[config.mk]
export PLATFORM = sky130hd
export DESIGN_NAME = number_to_ascii_formatter_core
export DESIGN_NICKNAME = d
export VERILOG_FILES = /design/src/rtl/core/n2a_pkg.sv /design/src/rtl/core/number_to_ascii_formatter_core.sv /design/src/rtl/core/n2a_front.sv /design/src/rtl/core/n2a_queue.sv /design/src/rtl/core/n2a_back.sv
export SDC_FILE = /design/constraint.sdc
export NUM_CORES = 1
export LEC_CHECK = 0
export ABC_AREA = 1
export ABC_CLOCK_PERIOD_IN_PS = 12900
export BUFFER_PORTS_ARGS = -buffer_cell sky130_fd_sc_hd__clkbuf_2
export CAP_MARGIN = 20
export CORE_ASPECT_RATIO = 2
export CORE_UTILIZATION = 45
export CTS_BUF_LIST = sky130_fd_sc_hd__clkbuf_16
export CTS_CLUSTER_DIAMETER = 30
export DETAILED_ROUTE_END_ITERATION = 10
export PLACE_DENSITY = 0.61
export RECOVER_POWER = 100
export SETUP_SLACK_MARGIN = 0.5
export SLEW_MARGIN = 5
export SYNTH_ARGS = -nofsm -noshare
export SYNTH_HDL_FRONTEND = slang
export SYNTH_SLANG_ARGS = --single-unit
[constraint.sdc]
create_clock -name clock -period 12.9 [get_ports clock]
set_input_delay 1.29 -clock clock [delete_from_list [all_inputs] [get_ports clock]]
set_output_delay 1.29 -clock clock [all_outputs]
set_load 0.005 [all_outputs]
[src/rtl/core/n2a_pkg.sv]
`timescale 1ns / 1ps
// ---------------------------------------------------------------------------
// n2a_pkg
// Shared types, character codes and helpers for the number formatter.
// ---------------------------------------------------------------------------
package n2a_pkg;

   localparam int unsigned VALUE_W = 16;
   localparam int unsigned CHAR_W  = 7;
   localparam int unsigned POS_W   = 3;
   localparam int unsigned POW_W   = 14;

   localparam logic [1:0] MODE_BYTE_HEX = 2'd0;
   localparam logic [1:0] MODE_WORD_HEX = 2'd1;
   localparam logic [1:0] MODE_BYTE_DEC = 2'd2;
   localparam logic [1:0] MODE_WORD_DEC = 2'd3;

   localparam logic [CHAR_W-1:0] ASCII_ZERO  = 7'd48;
   localparam logic [CHAR_W-1:0] ASCII_ALPHA = 7'd55;
   localparam logic [CHAR_W-1:0] ASCII_LF    = 7'd10;
   localparam logic [CHAR_W-1:0] ASCII_CR    = 7'd13;
   localparam logic [CHAR_W-1:0] ASCII_SPACE = 7'd32;

   // index of the units position in the decimal power table
   localparam logic [POS_W-1:0] POW_UNITS_IDX = 3'd4;

   typedef struct packed {
      logic                 is_dec;
      logic [VALUE_W-1:0]   work;      // hex: shift word, dec: remainder
      logic [POS_W-1:0]     ndig;      // number of digit characters
      logic [POS_W-1:0]     last_idx;  // position of the final character
      logic [POS_W-1:0]     pidx;      // first decimal power index
   } job_type;

   function automatic logic [POW_W-1:0] pow10(input logic [POS_W-1:0] idx);
      logic [POW_W-1:0] p;
      unique case (idx)
         3'd0:    p = 14'd10000;
         3'd1:    p = 14'd1000;
         3'd2:    p = 14'd100;
         3'd3:    p = 14'd10;
         default: p = 14'd1;
      endcase
      return p;
   endfunction

   function automatic logic [CHAR_W-1:0] hex_char(input logic [3:0] nib);
      logic [CHAR_W-1:0] c;
      if (nib < 4'd10) begin
         c = ASCII_ZERO + {3'b000, nib};
      end else begin
         c = ASCII_ALPHA + {3'b000, nib};
      end
      return c;
   endfunction

endpackage

[src/rtl/core/number_to_ascii_formatter_core.sv]
`timescale 1ns / 1ps
// path: queue entry, then sequencer registers, then output register, then rsp
// throughput: one character per cycle if rsp does not stall, 2 to 7 per request
//   (digits plus optional LF/CR), set by the single-character output register
// a two-entry job queue lets requests be taken while the back part is busy
// reset: synchronous, active high; clears queue, sequencer and output valid
// ---------------------------------------------------------------------------
// number_to_ascii_formatter_core
// Formats a 16-bit number as hex or decimal ASCII, one character per transfer.
// ---------------------------------------------------------------------------
module number_to_ascii_formatter_core (
   input  logic         clock,
   input  logic         reset,
   input  logic         req_valid,
   output logic         req_stall,
   input  logic [15:0]  req_value,
   input  logic [1:0]   req_mode,
   input  logic         req_add_newline,
   output logic         rsp_valid,
   input  logic         rsp_stall,
   output logic [6:0]   rsp_char_out,
   output logic         rsp_last_char
);
   import n2a_pkg::*;

   logic     push;
   logic     pop;
   logic     queue_full;
   logic     queue_not_empty;
   job_type  push_job;
   job_type  head_job;

   n2a_front u_front (
      .req_valid       (req_valid),
      .req_value       (req_value),
      .req_mode        (req_mode),
      .req_add_newline (req_add_newline),
      .queue_full      (queue_full),
      .req_stall       (req_stall),
      .push            (push),
      .push_job        (push_job)
   );

   n2a_queue u_queue (
      .clock     (clock),
      .reset     (reset),
      .push      (push),
      .push_job  (push_job),
      .pop       (pop),
      .full      (queue_full),
      .not_empty (queue_not_empty),
      .head_job  (head_job)
   );

   n2a_back u_back (
      .clock         (clock),
      .reset         (reset),
      .job_avail     (queue_not_empty),
      .head_job      (head_job),
      .pop           (pop),
      .rsp_valid     (rsp_valid),
      .rsp_stall     (rsp_stall),
      .rsp_char_out  (rsp_char_out),
      .rsp_last_char (rsp_last_char)
   );

endmodule

[src/rtl/core/n2a_front.sv]
`timescale 1ns / 1ps
// ---------------------------------------------------------------------------
// n2a_front
// Accepts request transfers and turns each into a job descriptor.
// ---------------------------------------------------------------------------
module n2a_front (
   input  logic                  req_valid,
   input  logic [15:0]           req_value,
   input  logic [1:0]            req_mode,
   input  logic                  req_add_newline,
   input  logic                  queue_full,
   output logic                  req_stall,
   output logic                  push,
   output n2a_pkg::job_type      push_job
);
   import n2a_pkg::*;

   logic [POS_W-1:0] nl_extra;

   assign req_stall = queue_full;
   assign push      = req_valid && !queue_full;
   assign nl_extra  = req_add_newline ? 3'd2 : 3'd0;

   always_comb begin
      push_job = '0;
      unique case (req_mode)
         MODE_BYTE_HEX: begin
            push_job.is_dec = 1'b0;
            push_job.work   = {req_value[7:0], 8'h00};
            push_job.ndig   = 3'd2;
            push_job.pidx   = 3'd0;
         end
         MODE_WORD_HEX: begin
            push_job.is_dec = 1'b0;
            push_job.work   = req_value;
            push_job.ndig   = 3'd4;
            push_job.pidx   = 3'd0;
         end
         MODE_BYTE_DEC: begin
            push_job.is_dec = 1'b1;
            push_job.work   = {8'h00, req_value[7:0]};
            push_job.ndig   = 3'd3;
            push_job.pidx   = 3'd2;
         end
         MODE_WORD_DEC: begin
            push_job.is_dec = 1'b1;
            push_job.work   = req_value;
            push_job.ndig   = 3'd5;
            push_job.pidx   = 3'd0;
         end
      endcase
      push_job.last_idx = push_job.ndig - 3'd1 + nl_extra;
   end

endmodule

[src/rtl/core/n2a_queue.sv]
`timescale 1ns / 1ps
// ---------------------------------------------------------------------------
// n2a_queue
// Two-entry job queue between the front and back parts.
// ---------------------------------------------------------------------------
module n2a_queue (
   input  logic                  clock,
   input  logic                  reset,
   input  logic                  push,
   input  n2a_pkg::job_type      push_job,
   input  logic                  pop,
   output logic                  full,
   output logic                  not_empty,
   output n2a_pkg::job_type      head_job
);
   import n2a_pkg::*;

   job_type     entries_ff [2];
   logic        wr_ptr_ff, wr_ptr_in;
   logic        rd_ptr_ff, rd_ptr_in;
   logic [1:0]  count_ff, count_in;

   assign full      = (count_ff == 2'd2);
   assign not_empty = (count_ff != 2'd0);
   assign head_job  = entries_ff[rd_ptr_ff];

   always_comb begin
      wr_ptr_in = push ? ~wr_ptr_ff : wr_ptr_ff;
      rd_ptr_in = pop ? ~rd_ptr_ff : rd_ptr_ff;
      count_in  = count_ff + {1'b0, push} - {1'b0, pop};
   end

   always_ff @(posedge clock) begin
      if (reset) begin
         wr_ptr_ff <= 1'b0;
         rd_ptr_ff <= 1'b0;
         count_ff  <= 2'd0;
      end else begin
         wr_ptr_ff <= wr_ptr_in;
         rd_ptr_ff <= rd_ptr_in;
         count_ff  <= count_in;
      end
   end

   always_ff @(posedge clock) begin
      if (push) begin
         entries_ff[wr_ptr_ff] <= push_job;
      end
   end

endmodule

[src/rtl/core/n2a_back.sv]
`timescale 1ns / 1ps
// ---------------------------------------------------------------------------
// n2a_back
// Character sequencer: emits one character of the current job per cycle while rsp is not stalled.
// ---------------------------------------------------------------------------
module n2a_back (
   input  logic                  clock,
   input  logic                  reset,
   input  logic                  job_avail,
   input  n2a_pkg::job_type      head_job,
   output logic                  pop,
   output logic                  rsp_valid,
   input  logic                  rsp_stall,
   output logic [6:0]            rsp_char_out,
   output logic                  rsp_last_char
);
   import n2a_pkg::*;

   logic                busy_ff, busy_in;
   logic                is_dec_ff;
   logic [VALUE_W-1:0]  work_ff;
   logic [POS_W-1:0]    ndig_ff;
   logic [POS_W-1:0]    last_idx_ff;
   logic [POS_W-1:0]    pidx_ff;
   logic [POS_W-1:0]    pos_ff;
   logic                seen_ff;
   logic                out_valid_ff, out_valid_in;
   logic [CHAR_W-1:0]   out_char_ff;
   logic                out_last_ff;

   logic                out_free;
   logic                emit;
   logic                is_last;
   logic                in_digits;
   logic [POW_W-1:0]    pow_val;
   logic [3:0]          dgt;
   logic [VALUE_W-1:0]  dec_sub;
   logic [CHAR_W-1:0]   char_sel;

   assign out_free  = !out_valid_ff || !rsp_stall;
   assign emit      = busy_ff && out_free;
   assign is_last   = (pos_ff == last_idx_ff);
   assign in_digits = (pos_ff < ndig_ff);
   assign pop       = job_avail && (!busy_ff || (emit && is_last));

   // decimal digit by parallel compare against the multiples of the power
   always_comb begin
      pow_val = pow10(pidx_ff);
      dgt     = 4'd0;
      for (int k = 1; k < 10; k++) begin
         if ({1'b0, work_ff} >= 17'(k) * {3'b000, pow_val}) begin
            dgt = 4'(k);
         end
      end
      // digit times power never exceeds the remainder, so this fits
      dec_sub = work_ff - (VALUE_W'(dgt) * VALUE_W'(pow_val));
   end

   always_comb begin
      priority if (in_digits) begin
         if (!is_dec_ff) begin
            char_sel = hex_char(work_ff[15:12]);
         end else if (seen_ff || dgt != 4'd0 || pidx_ff == POW_UNITS_IDX) begin
            char_sel = ASCII_ZERO + {3'b000, dgt};
         end else begin
            char_sel = ASCII_SPACE;
         end
      end else if (pos_ff == ndig_ff) begin
         char_sel = ASCII_LF;
      end else begin
         char_sel = ASCII_CR;
      end
   end

   always_comb begin
      busy_in = busy_ff;
      if (pop) begin
         busy_in = 1'b1;
      end else if (emit && is_last) begin
         busy_in = 1'b0;
      end
      out_valid_in = out_free ? emit : out_valid_ff;
   end

   always_ff @(posedge clock) begin
      if (reset) begin
         busy_ff      <= 1'b0;
         out_valid_ff <= 1'b0;
      end else begin
         busy_ff      <= busy_in;
         out_valid_ff <= out_valid_in;
      end
   end

   always_ff @(posedge clock) begin
      if (pop) begin
         is_dec_ff   <= head_job.is_dec;
         work_ff     <= head_job.work;
         ndig_ff     <= head_job.ndig;
         last_idx_ff <= head_job.last_idx;
         pidx_ff     <= head_job.pidx;
         pos_ff      <= '0;
         seen_ff     <= 1'b0;
      end else if (emit) begin
         pos_ff <= pos_ff + 3'd1;
         if (in_digits) begin
            if (is_dec_ff) begin
               work_ff <= dec_sub;
               pidx_ff <= pidx_ff + 3'd1;
               seen_ff <= seen_ff || (dgt != 4'd0);
            end else begin
               work_ff <= {work_ff[11:0], 4'h0};
            end
         end
      end
      if (emit) begin
         out_char_ff <= char_sel;
         out_last_ff <= is_last;
      end
   end

   assign rsp_valid     = out_valid_ff;
   assign rsp_char_out  = out_char_ff;
   assign rsp_last_char = out_last_ff;

endmodule

# After elaboration in Yosys (flattened, before gate mapping)
# Memory sizes are Yosys's and may differ from the RTL's. A register that Yosys moved wholly into a read port is not among the register bits.
# Cells that the tools add are included.
[word_totals]
register_bits = 44
latchBits = 0
ram_bits = 52
romBits = 0
output_inout_bits = 10
elab_cells = 110
mem_count = 1
[mem_list]
columns = ["memory", "depth", "width", "rd", "rd_ports_with_merged_regs", "write_ports", "line", "rtl"]
rows = [
  ["u_queue.entries_ff", 2, 26, 1, 1, 1, "n2a_queue.sv:18", "job_type entries_ff [2];"],
]
[op_classes]
add_sub_neg = 10
mul = 6
n_div = 0
order_cmp = 11
eq_ne = 10
n_shift = 0
n_mux = 32
bitwise_logic = 2
reduce_logical = 24
[ops]
columns = ["operator", "count"]
rows = [
  ["greater-or-equal comparator 16 x 17 -> 1 bit", 5],
  ["case mux 20 bit (4 select lines)", 1],
  ["two-way mux 16 bit", 4],
  ["case mux 14 bit (4 select lines)", 1],
  ["multiplier 3 x 14 -> 17 bit (first input constant)", 2],
  ["greater-or-equal comparator 16 bit", 2],
  ["multiplier 2 x 14 -> 16 bit (first input constant)", 2],
  ["two-way mux 7 bit", 4],
  ["two-way mux 3 bit", 9],
  ["adder 6 x 4 -> 7 bit (first input constant)", 3],
  ["multiplier 4 x 14 -> 17 bit (first input constant)", 1],
  ["greater-or-equal comparator 16 x 14 -> 1 bit", 1],
  ["greater-or-equal comparator 16 x 15 -> 1 bit", 1],
  ["multiplier 4 x 14 -> 16 bit", 1],
  ["subtractor 16 bit", 1],
  ["nonzero test 2 bit", 5],
  ["two-way mux 4 bit", 2],
  ["two-way mux 1 bit", 7],
  ["adder 3 x 1 -> 3 bit (second input constant)", 2],
  ["equality test 2 bit (second input constant)", 3],
  ["equality test 3 x 2 -> 1 bit (second input constant)", 2],
  ["equality test 3 bit", 2],
  ["two-way mux 2 bit", 3],
  ["case mux 3 bit (2 select lines)", 1],
  ["other kinds (19)", 30],
]

# Logic depth before layout (Yosys ltp)
# Gate-level depths: netlist (run 1).
[depth]
word_depth = 18
mapped_depth = 55
ltp_nobuf = 55

# Cells and area by module
# A second synthesis (run 1) with hierarchy kept.
[unflattened]
hier_cells = 1294
area_unflattened_um2 = 10722.8
[modules_own_cells]
columns = ["mod", "instances", "cells_each", "area_each_um2"]
rows = [
  ["n2a_back", 1, 1126, 8244.2],
  ["n2a_queue", 1, 112, 2204.6],
  ["n2a_front", 1, 56, 274.0],
]

# Least setup slack after synthesis (run 1)
# OpenSTA, ideal clock, no wires.
[synth_path]
path_kind = "register to register"
startpoint = "register u_back.pidx_ff[0]"
endpoint = "register u_back.work_ff[12] (data pin)"
setup_time_ps = 263
arrival_time_ps = 8083
t_required_ps = 12637
slack_ps = 4554
path_stages_with_launch = 50
n_path_buf = 0
period_less_slack_ps = 8346
path_cell_list = "edfxtp_1 -> inv_1 -> ha_1 -> inv_1 -> nor2_4 -> inv_1 -> ha_1 -> nand2_1 -> inv_2 -> a21oi_4 -> ha_1 -> ha_1 -> a21o_1 -> a221oi_1 -> nand2_1 -> nand2_1 -> nand2_1 -> a21oi_1 -> [... 14 more ...] -> inv_1 -> fa_1 -> inv_1 -> fa_1 -> inv_1 -> ha_1 -> nand2_1 -> nand2_1 -> nand2_1 -> nand2_1 -> nand2_1 -> nand2_1 -> a21oi_1 -> o21ai_2 -> a21boi_1 -> or2_2 -> nand3_1 -> nand3_1"
[synth_between]
elab_chain_cells = 18
word_cells_on_any_way = 34
classes_between = "add/sub (1); mul (6); order compare (9); eq/ne (3); mux (14); reduce/logical (1)"
[synth_lines]
columns = ["element", "line", "rtl"]
rows = [
  ["from (decl)", "n2a_back.sv:24", "logic [POS_W-1:0] pidx_ff;"],
  ["from (signal assigned)", "n2a_back.sv:101", "pidx_ff <= head_job.pidx;"],
  ["from (signal assigned)", "n2a_back.sv:109", "pidx_ff <= pidx_ff + 3'd1;"],
  ["equality test 3 x 2 -> 1 bit, or another cell as far along", "n2a_pkg.sv:37", "unique case (idx)"],
  ["case mux 14 bit (4 select lines) *", "n2a_pkg.sv:37", ""],
  ["parallel branches: the longest is 10 deep, another holds multiplier 2 x 14 -> 16 bit", "-", ""],
  ["multiplier 4 x 14 -> 16 bit *", "n2a_back.sv:56", "dec_sub = work_ff - (VALUE_W'(dgt) * VALUE_W'(pow_val));"],
  ["subtractor 16 bit *", "n2a_back.sv:56", ""],
  ["two-way mux 16 bit *", "n2a_back.sv:107", "if (is_dec_ff) begin"],
  ["two-way mux 16 bit *", "n2a_back.sv:106", "if (in_digits) begin"],
  ["two-way mux 16 bit *", "n2a_back.sv:104", "end else if (emit) begin"],
  ["two-way mux 16 bit *", "n2a_back.sv:96", "if (pop) begin"],
  ["to (signal assigned)", "n2a_back.sv:98", "work_ff <= head_job.work;"],
  ["to (signal assigned)", "n2a_back.sv:108", "work_ff <= dec_sub;"],
  ["to (signal assigned)", "n2a_back.sv:112", "work_ff <= {work_ff[11:0], 4'h0};"],
  ["to (decl)", "n2a_back.sv:21", "logic [VALUE_W-1:0] work_ff;"],
]
# Mark *: on every way between the ends. The select of a mux whose other input is x is not followed.
# A chain may end at the register's enable or synchronous reset.

# Worst setup path in the final report (run 1)
# Ends and elaborated chain as after synthesis.

==> results of run 1 <==
[routing by layer]
metal	vias to the layer above	GRT usage	wire, microns
met5	-	0	0
met3	129	0.0359	996
met4	0	0.283	3670
li1	4280	-	-
met1	4017	0.241	9530
met2	216	0.522	16900
[path summary, 6_finish.rpt]
path | from | endpoint | depth (start not counted)
setup / recovery | u_back.pidx_ff[0] | u_back.work_ff[12] | 48
hold / removal | u_back.seen_ff | u_back.seen_ff | 2
setup reg to reg | u_back.pidx_ff[0] | u_back.work_ff[12] | 48
hold reg to reg | u_back.seen_ff | u_back.seen_ff | 2
[state kept, by name, summed over array words and instances, names as in the netlist, 2 cells and up, named ones only]
| signal | count |
|---|---|
| u_back.ndig_ff | 3 |
| u_back.work_ff | 16 |
| u_back.rsp_char_out | 7 |
| u_queue.count_ff | 2 |
| u_queue.entries_ff | 46 |
| u_back.pidx_ff | 3 |
| u_back.last_idx_ff | 3 |
| u_back.pos_ff | 3 |
[per-stage QoR]
step	utilization	setup WS (ps)
after floorplan	-	4550
after global placement	0.480	2860
after detailed placement	0.480	2700
after CTS	0.494	2660
after global routing	0.492	881
final	0.492	1770
[worst max-delay path: cells and delay by family, from the launching register on]
kind | cells | cell delay, ps
and+or+nand+nor | 19 | 3610
adders and majority gates | 9 | 3240
AOI/OAI and AO/OA | 11 | 1930
buffers and inverters | 8 | 1490
DFF | 1 | 450
xor gates and xnor gates | 1 | 140
[cell families after synthesis]
kind of cell,Yosys count
AOI/OAI and AO/OA,215
xor gates and xnor gates,38
adders and majority gates,214
buffers and inverters,232
DFF,90
muxes,1
other,1
and+or+nand+nor,474
[final cells by class]
class | count | share of cell area
multi-input cells | 943 | 0.614
clock buffers | 11 | 0.0251
repair buffers | 35 | 0.0154
well taps | 276 | 0.0315
inverters | 214 | 0.0738
clock inverters | 5 | 0.00354
flip-flops and latches | 90 | 0.237
[placed cells by master (no fill, tap or decap), types with 3 or more instances in the layout]
master                      synthesis  layout
sky130_fd_sc_hd__nand2_1          239     241
sky130_fd_sc_hd__inv_1            200     202
sky130_fd_sc_hd__ha_1             174     174
sky130_fd_sc_hd__nor2_1           115     114
sky130_fd_sc_hd__a21oi_1           95      95
sky130_fd_sc_hd__edfxtp_1          79      79
sky130_fd_sc_hd__o21ai_0           55      56
sky130_fd_sc_hd__fa_1              40      40
sky130_fd_sc_hd__nand3_1           33      33
sky130_fd_sc_hd__xor2_1            29      29
sky130_fd_sc_hd__clkbuf_2           0      27
sky130_fd_sc_hd__nand4_1           21      22
sky130_fd_sc_hd__nor3_1            16      17
sky130_fd_sc_hd__o211ai_1          11      11
sky130_fd_sc_hd__or2_2             11      11
sky130_fd_sc_hd__dfxtp_1           11      11
sky130_fd_sc_hd__clkbuf_16          0      11
sky130_fd_sc_hd__inv_2             12      10
sky130_fd_sc_hd__xnor2_1            8       8
sky130_fd_sc_hd__clkbuf_1          10       7
sky130_fd_sc_hd__o21a_1             6       6
sky130_fd_sc_hd__o221ai_1           6       6
sky130_fd_sc_hd__nor4_1             5       5
sky130_fd_sc_hd__nand2_2            6       5
sky130_fd_sc_hd__nor2_2             3       5
sky130_fd_sc_hd__a31oi_1            5       5
sky130_fd_sc_hd__nand2_4            6       5
sky130_fd_sc_hd__nand3_2            5       5
sky130_fd_sc_hd__o21ai_1            5       4
sky130_fd_sc_hd__a21o_1             4       4
sky130_fd_sc_hd__a211oi_1           3       4
sky130_fd_sc_hd__o21ai_2            4       4
sky130_fd_sc_hd__nor2_4             4       3
sky130_fd_sc_hd__a31o_2             3       3
==> flow_results.org, run 1 <==
** Outcome
- Result of the run :: finished, violations left
- The checks that failed: capacitance limit.

** Setup path
- Dominant cell type by count on the critical path :: sky130_fd_sc_hd__nand2_1
- Data required, critical path :: about 13000 ps
- Arrival time at the worst endpoint :: around 11000 ps
- The worst setup path is captured at a flop.
- The critical path is of the reg2reg type.
- The worst setup path is launched from a flop.
- Highest-delay cell along the critical path :: sky130_fd_sc_hd__nor2_1
- Largest fanout on the critical path :: 17
- In this design, the stage delay of the slowest critical-path cell is 820 ps.
- The worst register-to-register path has a setup slack of about 1800 ps.

** Yosys
- Of the total synthesized cell area, the portion taken by full adders, half adders and majority gates is 0.291.
- Synth Net Count :: roughly 1500
- Multiplexer area fraction after synthesis :: 0.000977
- Number of instances in the synthesized netlist :: between 1000 and 1500
- Synth area leader :: sky130_fd_sc_hd__edfxtp_1
- Leading cell types by total area after synthesis :: sky130_fd_sc_hd__edfxtp_1 (23%), sky130_fd_sc_hd__ha_1 (21%), sky130_fd_sc_hd__nand2_1 (8.8%), sky130_fd_sc_hd__fa_1 (7.8%), sky130_fd_sc_hd__inv_1 (7.3%)
- Number of flops mapped to enable cells by yosys :: 79
- The synthesized-area fraction occupied by ao, oa, aoi and oai cells came to 0.125.
- The share of synthesized area in the top cell type comes to 0.232.
- Most common flop cell mapped by yosys :: sky130_fd_sc_hd__edfxtp_1
- Yosys reg bits :: 90
- Dominant combinational cell family by area after synthesis :: adder cells
- Count of cell types in the netlist :: 63
- Of the total synthesized cell area, the portion taken by AND, OR, NAND and NOR gates is 0.208.
- For this run, the register share of the synthesized area comes to 0.253.
- Most frequent cell after synthesis :: sky130_fd_sc_hd__nand2_1
- Post-synth ARST share :: 0
- Post-Synthesis Mean Instance Area :: 8.10 sq um
- Leading post-synthesis cells by instance count :: sky130_fd_sc_hd__nand2_1 (239), sky130_fd_sc_hd__inv_1 (200), sky130_fd_sc_hd__ha_1 (174)
- Post-Syn Area :: 0.0102 sq mm
- During synthesis, Yosys emitted a total of 0 warnings.
- Of the total synthesized cell area, the portion taken by XOR and XNOR cells is 0.0343.

** Global routing
- Summed over all layers, the global routing overflow is 0.
- Overall fraction of global-route tracks in use :: 0.281
- The via count of the first global-routing pass came to between 8000 and 9000.
- Entering global routing, the biggest net connects 35 pins.
- The number of antenna violations at the first check in global routing came to 0.
- The first global-routing pass estimated around 48000 microns of wire.

** STA
- Maximum clock skew at final layout :: roughly 9.4 ps
- Final worst-path cycle share :: 0.863
- Pins Over Slew Limit :: 0
- The final number of hold-violating endpoints is 0.
- Clock period minus final worst setup slack :: about 11000 ps
- Setup violations remaining at the end of the flow were counted as 0.
- Headroom to the max-slew limit came out at 0.0120.
- For this run, the top clock speed supported by timing is 0.0898 GHz.
- Setup total negative slack :: 0 ps
- Worst hold slack across all endpoints :: approximately 480 ps
- Tightest Pin Transition :: 1480 ps
- Setup repair after global routing left no endpoint under its margin.

** CTS
- TritonCTS clock tree :: yes
- Number of clock sinks seen by CTS :: 90
- Maximum number of buffers from clock root to sink :: 2
- Count of cells resized by post-cts repair :: 0
- Latest clock arrival within the worst-skew pair :: approximately 360 ps
- Clock transition at the register clock pins on the worst setup and hold paths after CTS :: 70 ps
- Clock tree synthesis selected as its root buffer the cell sky130_fd_sc_hd__clkbuf_16.
- The H-tree was split into 3 levels.
- Post-CTS Setup Inserts :: 0
- TritonCTS buffer count :: 9
- In this run, post-CTS hold repair placed 0 buffers.

** Finish
- Layout Cells excl Fill :: about 1600
- Area of the multi-input gates :: 0.00672 sq mm
- In the final layout, the share of cells above drive strength 1 is 0.0817.
- Inserted Diodes :: 0
- Register area :: 0.00259 sq mm
- The final layout contains roughly 1500 nets.
- Compared with the post-synthesis result, the final layout area differs by 6.90%.
- Once layout is done, the placed cells without fillers occupy about 0.011 sq mm.
- Fill cell total of the finished layout :: around 2200

** Run
- Across the run, the number of max-cap violations was 1.

** Detailed routing
- In the routed design, unresolved DRC markers number 0.
- Initial DRC Count :: 287
- After detailed routing, the average wire length per cell comes to around 20 microns.
- Across all layers, the routed design uses roughly 8600 vias.
- Wirelength, routed :: 31100 microns
- For this run, the detailed router's first-pass iteration total came to 4.
- Post-DRT Antenna Nets :: 0
- After detailed routing, the number of vias per cell comes to 5.49.

** Placed design
- Count of buffers inserted at the top-level ports :: 32
- Detailed placer's ending HPWL :: 25600 microns
- Final RePlAce weighted congestion :: 0.998
- The placed instances occupy a cell area of between 0.01 and 0.015 sq mm.
- In this run, placement finished with an instance count of around 1600.

** Floorplan
- The floorplan step defined a core boundary enclosing between 0.02 and 0.025 sq mm.
- For this configuration, the core starts out at a cell density of 0.460.
- During I/O placement, the number of pins put on the boundary was 33.
- Vert. Die Dim :: between 200 and 250 microns
- The die is roughly 110 microns wide.
- Number of placement rows :: 77
- Full die area :: roughly 0.023 sq mm

** Worst hold path
- The min-delay analysis places its worst path in the category reg2reg.
Power of run 1 is not shown: default switching activity piles up to over one toggle a cycle in this logic, so the estimate is an artifact.
==> run 2: changes to the inputs <==
--- a/config.mk
+++ b/config.mk
@@ -15,7 +15,7 @@
 export CTS_CLUSTER_DIAMETER = 30
 export DETAILED_ROUTE_END_ITERATION = 10
 export PLACE_DENSITY = 0.61
-export RECOVER_POWER = 100
+export RECOVER_POWER = 25
 export SETUP_SLACK_MARGIN = 0.5
 export SLEW_MARGIN = 5
 export SYNTH_ARGS = -nofsm -noshare
==> flow_results.org, run 2 (synthesis results as in run 1) <==
** Outcome
- The flow ran to the end, and the final reports show no timing, DRC or antenna violations.

** STA
- Pins Over Slew Limit :: 0 (unchanged)
- The share of the clock period used by the worst path after layout came to 0.803 (-0.0600).
- The time the worst path needs with I/O delays and setup came to 10360 ps (-773 ps).
- The maximum frequency from static timing analysis came to 0.0966 GHz (+7.5%).
- Final setup vio count :: 0 (unchanged)
- The worst setup skew after layout was 9.49 ps (+0.0424 ps).
- The final setup TNS was 0 ps (unchanged).
- Setup repair after global routing missed its margin :: false
- Tightest Pin Transition :: 1340 ps (-136 ps)
- The worst relative slew slack is 0.106 (+0.0941).
- The final number of hold-violating endpoints was 0 (unchanged).

** Global routing
- Initial antenna violation count :: 0 (unchanged)
- Overall fraction of global-route tracks in use :: 0.281 (unchanged)
- The largest net degree at the start of global routing came to 35 (unchanged).
- Total congestion overflow :: 0 (unchanged)
- Number of global-route vias before repair :: 8914 (unchanged)
- Wire length of the first global-routing pass :: 47700 microns (unchanged)

** Setup path
- Endpoint of the worst-slack reg-to-reg timing path :: u_back.work_ff[13]
- By instance count, the cell type seen most on the critical path is sky130_fd_sc_hd__inv_1.
- Largest fanout on the critical path :: 17 (unchanged)
- The required time at the worst-slack endpoint was 12980 ps (-20 ps).
- In this run the worst setup path begins at u_back.pidx_ff[0].
- The cell depth of the worst flop-to-flop path is 39 (-19%).
- Arrival time at the worst endpoint :: 10440 ps (-790 ps)
- The internal reg-to-reg setup slack came to 2540 ps (+770 ps).
- Highest-delay cell along the critical path :: sky130_fd_sc_hd__nor4_1
- STA classifies the critical path startpoint as a flop.
- Critical Path Sink :: u_back.work_ff[13]
- Launch point of the worst reg-to-reg path :: u_back.pidx_ff[0]
- The worst path buffer plus inverter count was 9 (+1).
- Type of destination of the critical path :: flop
- CP max stage delay :: 1020 ps (+200 ps)
- Critical setup path kind :: reg2reg
- The kind of cell with the highest combined delay along the critical path is simple AND/OR/NAND/NOR gates.
- CP Depth :: 39 (-19%)

** Floorplan
- The overall die height is 215 microns (unchanged).
- The number of placed I/O pins came to 33 (unchanged).
- The row count is 77 (unchanged).
- Floorplan core area :: 0.0223 sq mm (unchanged)
- Initial Util :: 0.460 (unchanged)
- Full die area :: 0.0234 sq mm (unchanged)
- Width of the chip :: 109 microns (unchanged)

** Finish
- The number of flip-flops under the largest register name was 46 (unchanged).
- The register with the most flip-flops in the final layout is u_queue.entries_ff.
- Leading cell type in the layout, fill and taps excluded :: sky130_fd_sc_hd__nand2_1
- The antenna cell count is 0 (unchanged).
- Number of nets at the end of the flow :: 1530 (unchanged)
- Post-synthesis to final-layout area growth :: 7.28%
- Leaving out fill and tap cells, the most frequent cells in the layout are sky130_fd_sc_hd__nand2_1 (239), sky130_fd_sc_hd__inv_1 (200), sky130_fd_sc_hd__ha_1 (174), sky130_fd_sc_hd__nor2_1 (112), sky130_fd_sc_hd__a21oi_1 (95).
- Fraction of final layout cells with drive strength greater than 1 :: 0.0901 (+0.00847)

** Detailed routing
- The number of nets with antenna violations after detailed routing came to 0 (unchanged).
- The detailed-router iteration count before antenna repair was 4 (unchanged).
- Wirelength, routed :: 31100 microns (+0.10%)
- The violation count after the first detailed-routing iteration was 360 (+25%).
- The count of unresolved DRC violations after routing was 0 (unchanged).
- Average detailed-routed wire length per instance :: 19.8 microns (+0.10%)
- The total via count in the routed design came to 8694 (+0.60%).
- Via density per instance :: 5.52 (+0.60%)

** CTS
- TritonCTS built the clock tree.
- The number of H-tree levels is 3 (unchanged).
- Count of cells resized by post-cts repair :: 0 (unchanged)
- The clock transition time at the flip-flop clock pins of the worst setup and hold paths is 60 ps (about the same).
- The number of clock buffers inserted by TritonCTS was 9 (unchanged).
- The buffers inserted during post-CTS setup optimization is 0 (unchanged).
- Number of clock sinks seen by CTS :: 90 (unchanged)
- The hold-fix buffer count after cts came to 0 (unchanged).
- CTS placed an instance of sky130_fd_sc_hd__clkbuf_16 at the clock tree root.
- The maximum buffer depth of the clock tree was 2 (unchanged).
- Latest clock arrival within the worst-skew pair :: 360 ps (about the same)

** Worst hold path
- The min-delay analysis places its worst path in the category reg2reg.

** Placed design
- The half-perimeter wire length of the detailed placement result came to 25600 microns (unchanged).
- Final RePlAce weighted congestion :: 0.998 (unchanged)
- The count of input and output buffers was 32 (unchanged).

** Run
- The reported max-cap violation count was 0 (-1).
## run 2: cell types whose count changed in the layout (fill, tap and decap cells not counted), moves of 2 or more
cell,previous run,this run
sky130_fd_sc_hd__clkbuf_1,7,5
sky130_fd_sc_hd__clkbuf_2,27,29
sky130_fd_sc_hd__inv_1,202,200
sky130_fd_sc_hd__inv_2,10,12
sky130_fd_sc_hd__nand2_1,241,239
sky130_fd_sc_hd__nor2_1,114,112
## run 2: worst min path at each step
| stage | start | end | slack (ps) | cells past startpoint |
|---|---|---|---|---|
| floorplan | u_back.seen_ff | u_back.seen_ff | 430 | 2 |
| global placement | u_queue.rd_ptr_ff | u_queue.rd_ptr_ff | 470 | 2 |
| detailed placement | u_back.seen_ff | u_back.seen_ff | 470 | 2 |
| CTS | u_back.seen_ff | u_back.seen_ff | 480 | 2 |
| global route | u_back.seen_ff | u_back.seen_ff | 490 | 2 |
| finish | u_back.seen_ff | u_back.seen_ff | 480 | 2 |
## run 2: through the flow
step	setup slack (ps)	hold slack [ps]	cell area, sq um	cells	utilization
after floorplan	4550	430	10200	1265	-
after global placement	2860	469	10700	1558	0.480
after detailed placement	2700	469	10700	1558	0.480
after CTS	2660	480	11000	1574	0.494
after global routing	1680	489	11000	1574	0.494
final	2540	476	11000	1574	0.494
## run 2: final cells by class
cell class	instances	area, sq um
multi-input combinational	943	6760
clock buffer	11	275
timing repair buffer	35	171
tap	276	345
clock inverter	5	38.8
inverter	214	808
sequential	90	2590
fill	2150	11300
## run 2: worst reg2reg max path, delay by kind of cell, from the launching register on
| kind | cells | cell delay [ps] |
|---|---|---|
| compound gates | 13 | 2150 |
| fa+ha+maj | 8 | 2860 |
| buf+inv | 9 | 1710 |
| flops | 1 | 450 |
| simple gates | 9 | 2930 |
## run 2: routing by layer
metal / GRT usage / part of all wire
met1: 0.241 / 0.31
met2: 0.522 / 0.54
met3: 0.0359 / 0.028
met4: 0.283 / 0.12
met5: 0 / 0
Power of run 2 is left out for the same reason.
==> run 3: changes to the inputs <==
--- a/config.mk
+++ b/config.mk
@@ -6,7 +6,7 @@
 export NUM_CORES = 1
 export LEC_CHECK = 0
 export ABC_AREA = 1
-export ABC_CLOCK_PERIOD_IN_PS = 12900
+export ABC_CLOCK_PERIOD_IN_PS = 10400
 export BUFFER_PORTS_ARGS = -buffer_cell sky130_fd_sc_hd__clkbuf_2
 export CAP_MARGIN = 20
 export CORE_ASPECT_RATIO = 2
==> constraint.sdc (replaced) <==
create_clock -name clock -period 10.4 [get_ports clock]
set_input_delay 1.04 -clock clock [delete_from_list [all_inputs] [get_ports clock]]
set_output_delay 1.04 -clock clock [all_outputs]
set_load 0.005 [all_outputs]
==> flow_results.org, run 3 (synthesis results as in run 1) <==
** Finish
- The number of flip-flops under the largest register name came to 46 (unchanged).
- Leading cell type in the layout, fill and taps excluded :: sky130_fd_sc_hd__nand2_1
- Post-synthesis to final-layout area growth :: 7.51%
- The count of nets after finishing was 1536 (+0.39%).
- Fraction of final layout cells with drive strength greater than 1 :: 0.0928 (+0.00265)
- Counting flops per register, the top entry is u_queue.entries_ff.
- Inserted Diodes :: 0 (unchanged)
- Fill cell total of the finished layout :: 2206 (+2.6%)
- The library cells used most frequently in the layout, excluding fill and tap cells, are sky130_fd_sc_hd__nand2_1 (239), sky130_fd_sc_hd__inv_1 (201), sky130_fd_sc_hd__ha_1 (174), sky130_fd_sc_hd__nor2_1 (112), sky130_fd_sc_hd__a21oi_1 (95).

** Setup path
- The cell that appears most often on the critical path is sky130_fd_sc_hd__nand2_1.
- The startpoint identified for the worst register-to-register timing path is u_back.pidx_ff[2].
- The arrival time at the worst endpoint was 9340 ps (-1100 ps).
- The slowest stage of the critical path is the sky130_fd_sc_hd__fa_1 cell.
- Largest fanout on the critical path :: 11 (-6)
- The worst setup path is captured at a flop.
- By startpoint and endpoint, the worst setup path is classified as reg2reg.
- Data required, critical path :: 10500 ps (-2480 ps)
- The worst register-to-register path ends at u_back.work_ff[12].
- The cell depth of the worst flop-to-flop path was 52 (+33%).
- The critical path starts at u_back.pidx_ff[2].
- R2r setup slk :: 1160 ps (-1380 ps)
- STA classifies the critical path startpoint as a flop.
- CP max stage delay :: 530 ps (-490 ps)

** CTS
- Number of clock sinks seen by CTS :: 90 (unchanged)
- TritonCTS built the clock tree.
- H-tree lvl count :: 3 (unchanged)
- In this run the clock root is driven by a sky130_fd_sc_hd__clkbuf_16.
- Post-CTS Hold Fix Bufs :: 0 (unchanged)
- Clock transition at the register clock pins on the worst setup and hold paths after CTS :: 70 ps (about the same)
- Count of cells resized by post-cts repair :: 0 (unchanged)
- Post-CTS Setup Inserts :: 0 (unchanged)
- Latest clock arrival within the worst-skew pair :: 360 ps (about the same)
- Maximum number of buffers from clock root to sink :: 2 (unchanged)
- TritonCTS buffer count :: 9 (unchanged)

** Floorplan
- Number of placement rows :: 77 (unchanged)
- Width of the chip :: 109 microns (unchanged)
- The number of placed I/O pins came to 33 (unchanged).
- Vert. Die Dim :: 215 microns (unchanged)
- Initial Util :: 0.460 (unchanged)
- The area of the core came to 0.0223 sq mm (unchanged).
- Full die area :: 0.0234 sq mm (unchanged)

** Run
- MaxCap Viol Count :: 0 (unchanged)

** STA
- Setup repair after global routing left no endpoint under its margin.
- The slew at the pin closest to its max-slew limit came to 1340 ps (-2.37 ps).
- The share of the clock period used by the worst path after layout is 0.889 (+0.0857).
- The number of max-slew violations in the final report is 0 (unchanged).
- The final number of hold-violating endpoints was 0 (unchanged).
- The worst setup skew after layout came to 16.5 ps (+7.02 ps).
- The final setup TNS was 0 ps (unchanged).
- Headroom to the max-slew limit :: 0.108 (+0.00158)
- Achievable frequency :: 0.108 GHz (+12%)
- The total setup violations reported at the end of the flow was 0 (unchanged).
- The time the worst path needs with I/O delays and setup was 9240 ps (-1120 ps).

** Placed design
- The final weighted congestion in routability-driven placement was 0.970 (-2.8%).
- Detailed placer's ending HPWL :: 24700 microns (-3.5%)
- The count of input and output buffers is 32 (unchanged).

** Global routing
- The via count of the first global-routing pass came to 9273 (+4.0%).
- Initial antenna violation count :: 0 (unchanged)
- The wire length of the first global-routing pass came to 48000 microns (+0.55%).
- Total congestion overflow :: 0 (unchanged)
- Overall fraction of global-route tracks in use :: 0.280 (-0.00154)
- Largest net degree at the start of global routing :: 35 (unchanged)

** Worst hold path
- The number of stages on the worst hold path was 2 (unchanged).
- The path class of the tightest hold or removal check is reg2reg.
- In this run the most critical hold path is launched from u_back.seen_ff.
- For hold timing, the worst endpoint is u_back.seen_ff.

** Detailed routing
- Average detailed-routed wire length per instance :: 19.2 microns (-3.0%)
- The detailed-router iteration count before antenna repair is 5 (+1).
- Via density per instance :: 5.53 (+0.15%)
- Number of DRC violations after detailed routing :: 0 (unchanged)
- The violation count after the first detailed-routing iteration came to 349 (-3.1%).
- Post-DRT Antenna Nets :: 0 (unchanged)
- The wire length after detailed routing came to 30300 microns (-2.6%).
- Vias after detailed routing :: 8740 (+0.53%)

** Outcome
- Result of the run :: complete, no violations
## run 3: cell types whose count changed in the layout (fill, tap and decap cells not counted), sizes merged
cell / before / now
buf: 1 / 6
bufinv: 0 / 1
clkbuf: 45 / 44
clkinv: 2 / 3
clkinvlp: 0 / 1
inv: 217 / 216
## run 3: layout make-up
| class | count | area (sq um) | share of cell area |
|---|---|---|---|
| multi-input cells | 943 | 6760 | 0.614 |
| flip-flops and latches | 90 | 2590 | 0.235 |
| inverters | 214 | 808 | 0.0734 |
| well taps | 276 | 345 | 0.0313 |
| clock buffers | 9 | 225 | 0.0204 |
| repair buffers | 41 | 214 | 0.0194 |
| clock inverters | 7 | 70.1 | 0.00636 |
## run 3: worst max-delay path by stage
stage,end,slack (ps)
final,u_back.work_ff[12],1160
after global placement,u_back.work_ff[12],1320
after global routing,u_back.work_ff[12],540
after CTS,u_back.work_ff[12],1190
after floorplan,u_back.work_ff[12],2050
after detailed placement,u_back.work_ff[12],1260
## run 3: metal layers
metal / vias to the layer above / global-route usage / share of wire
met5: - / 0 / 0
met4: 0 / 0.272 / 0.11
met3: 142 / 0.0378 / 0.034
met2: 266 / 0.517 / 0.54
met1: 4047 / 0.244 / 0.31
li1: 4285 / - / -
## run 3: critical path: cells and delay by family, from the launching register on
family | cells | cell delay, ps
xor gates and xnor gates | 1 | 180
and+or+nand+nor | 26 | 2490
AOI/OAI and AO/OA | 8 | 1310
buffers and inverters | 8 | 900
adders and majority gates | 9 | 3520
DFF | 1 | 500
## run 3: stage by stage
step	worst slack, ps	hold slack (ps)	util	instances	area (sq um)
2_1_floorplan	2050	430	-	1265	10200
3_3_place_gp	1320	452	0.482	1564	10700
4_1_cts	1190	475	0.496	1580	11000
5_1_grt	544	499	0.495	1580	11000
6_report	1160	474	0.495	1580	11000
3_5_place_dp	1260	462	0.482	1564	10700
Power of run 3 is left out for the same reason.
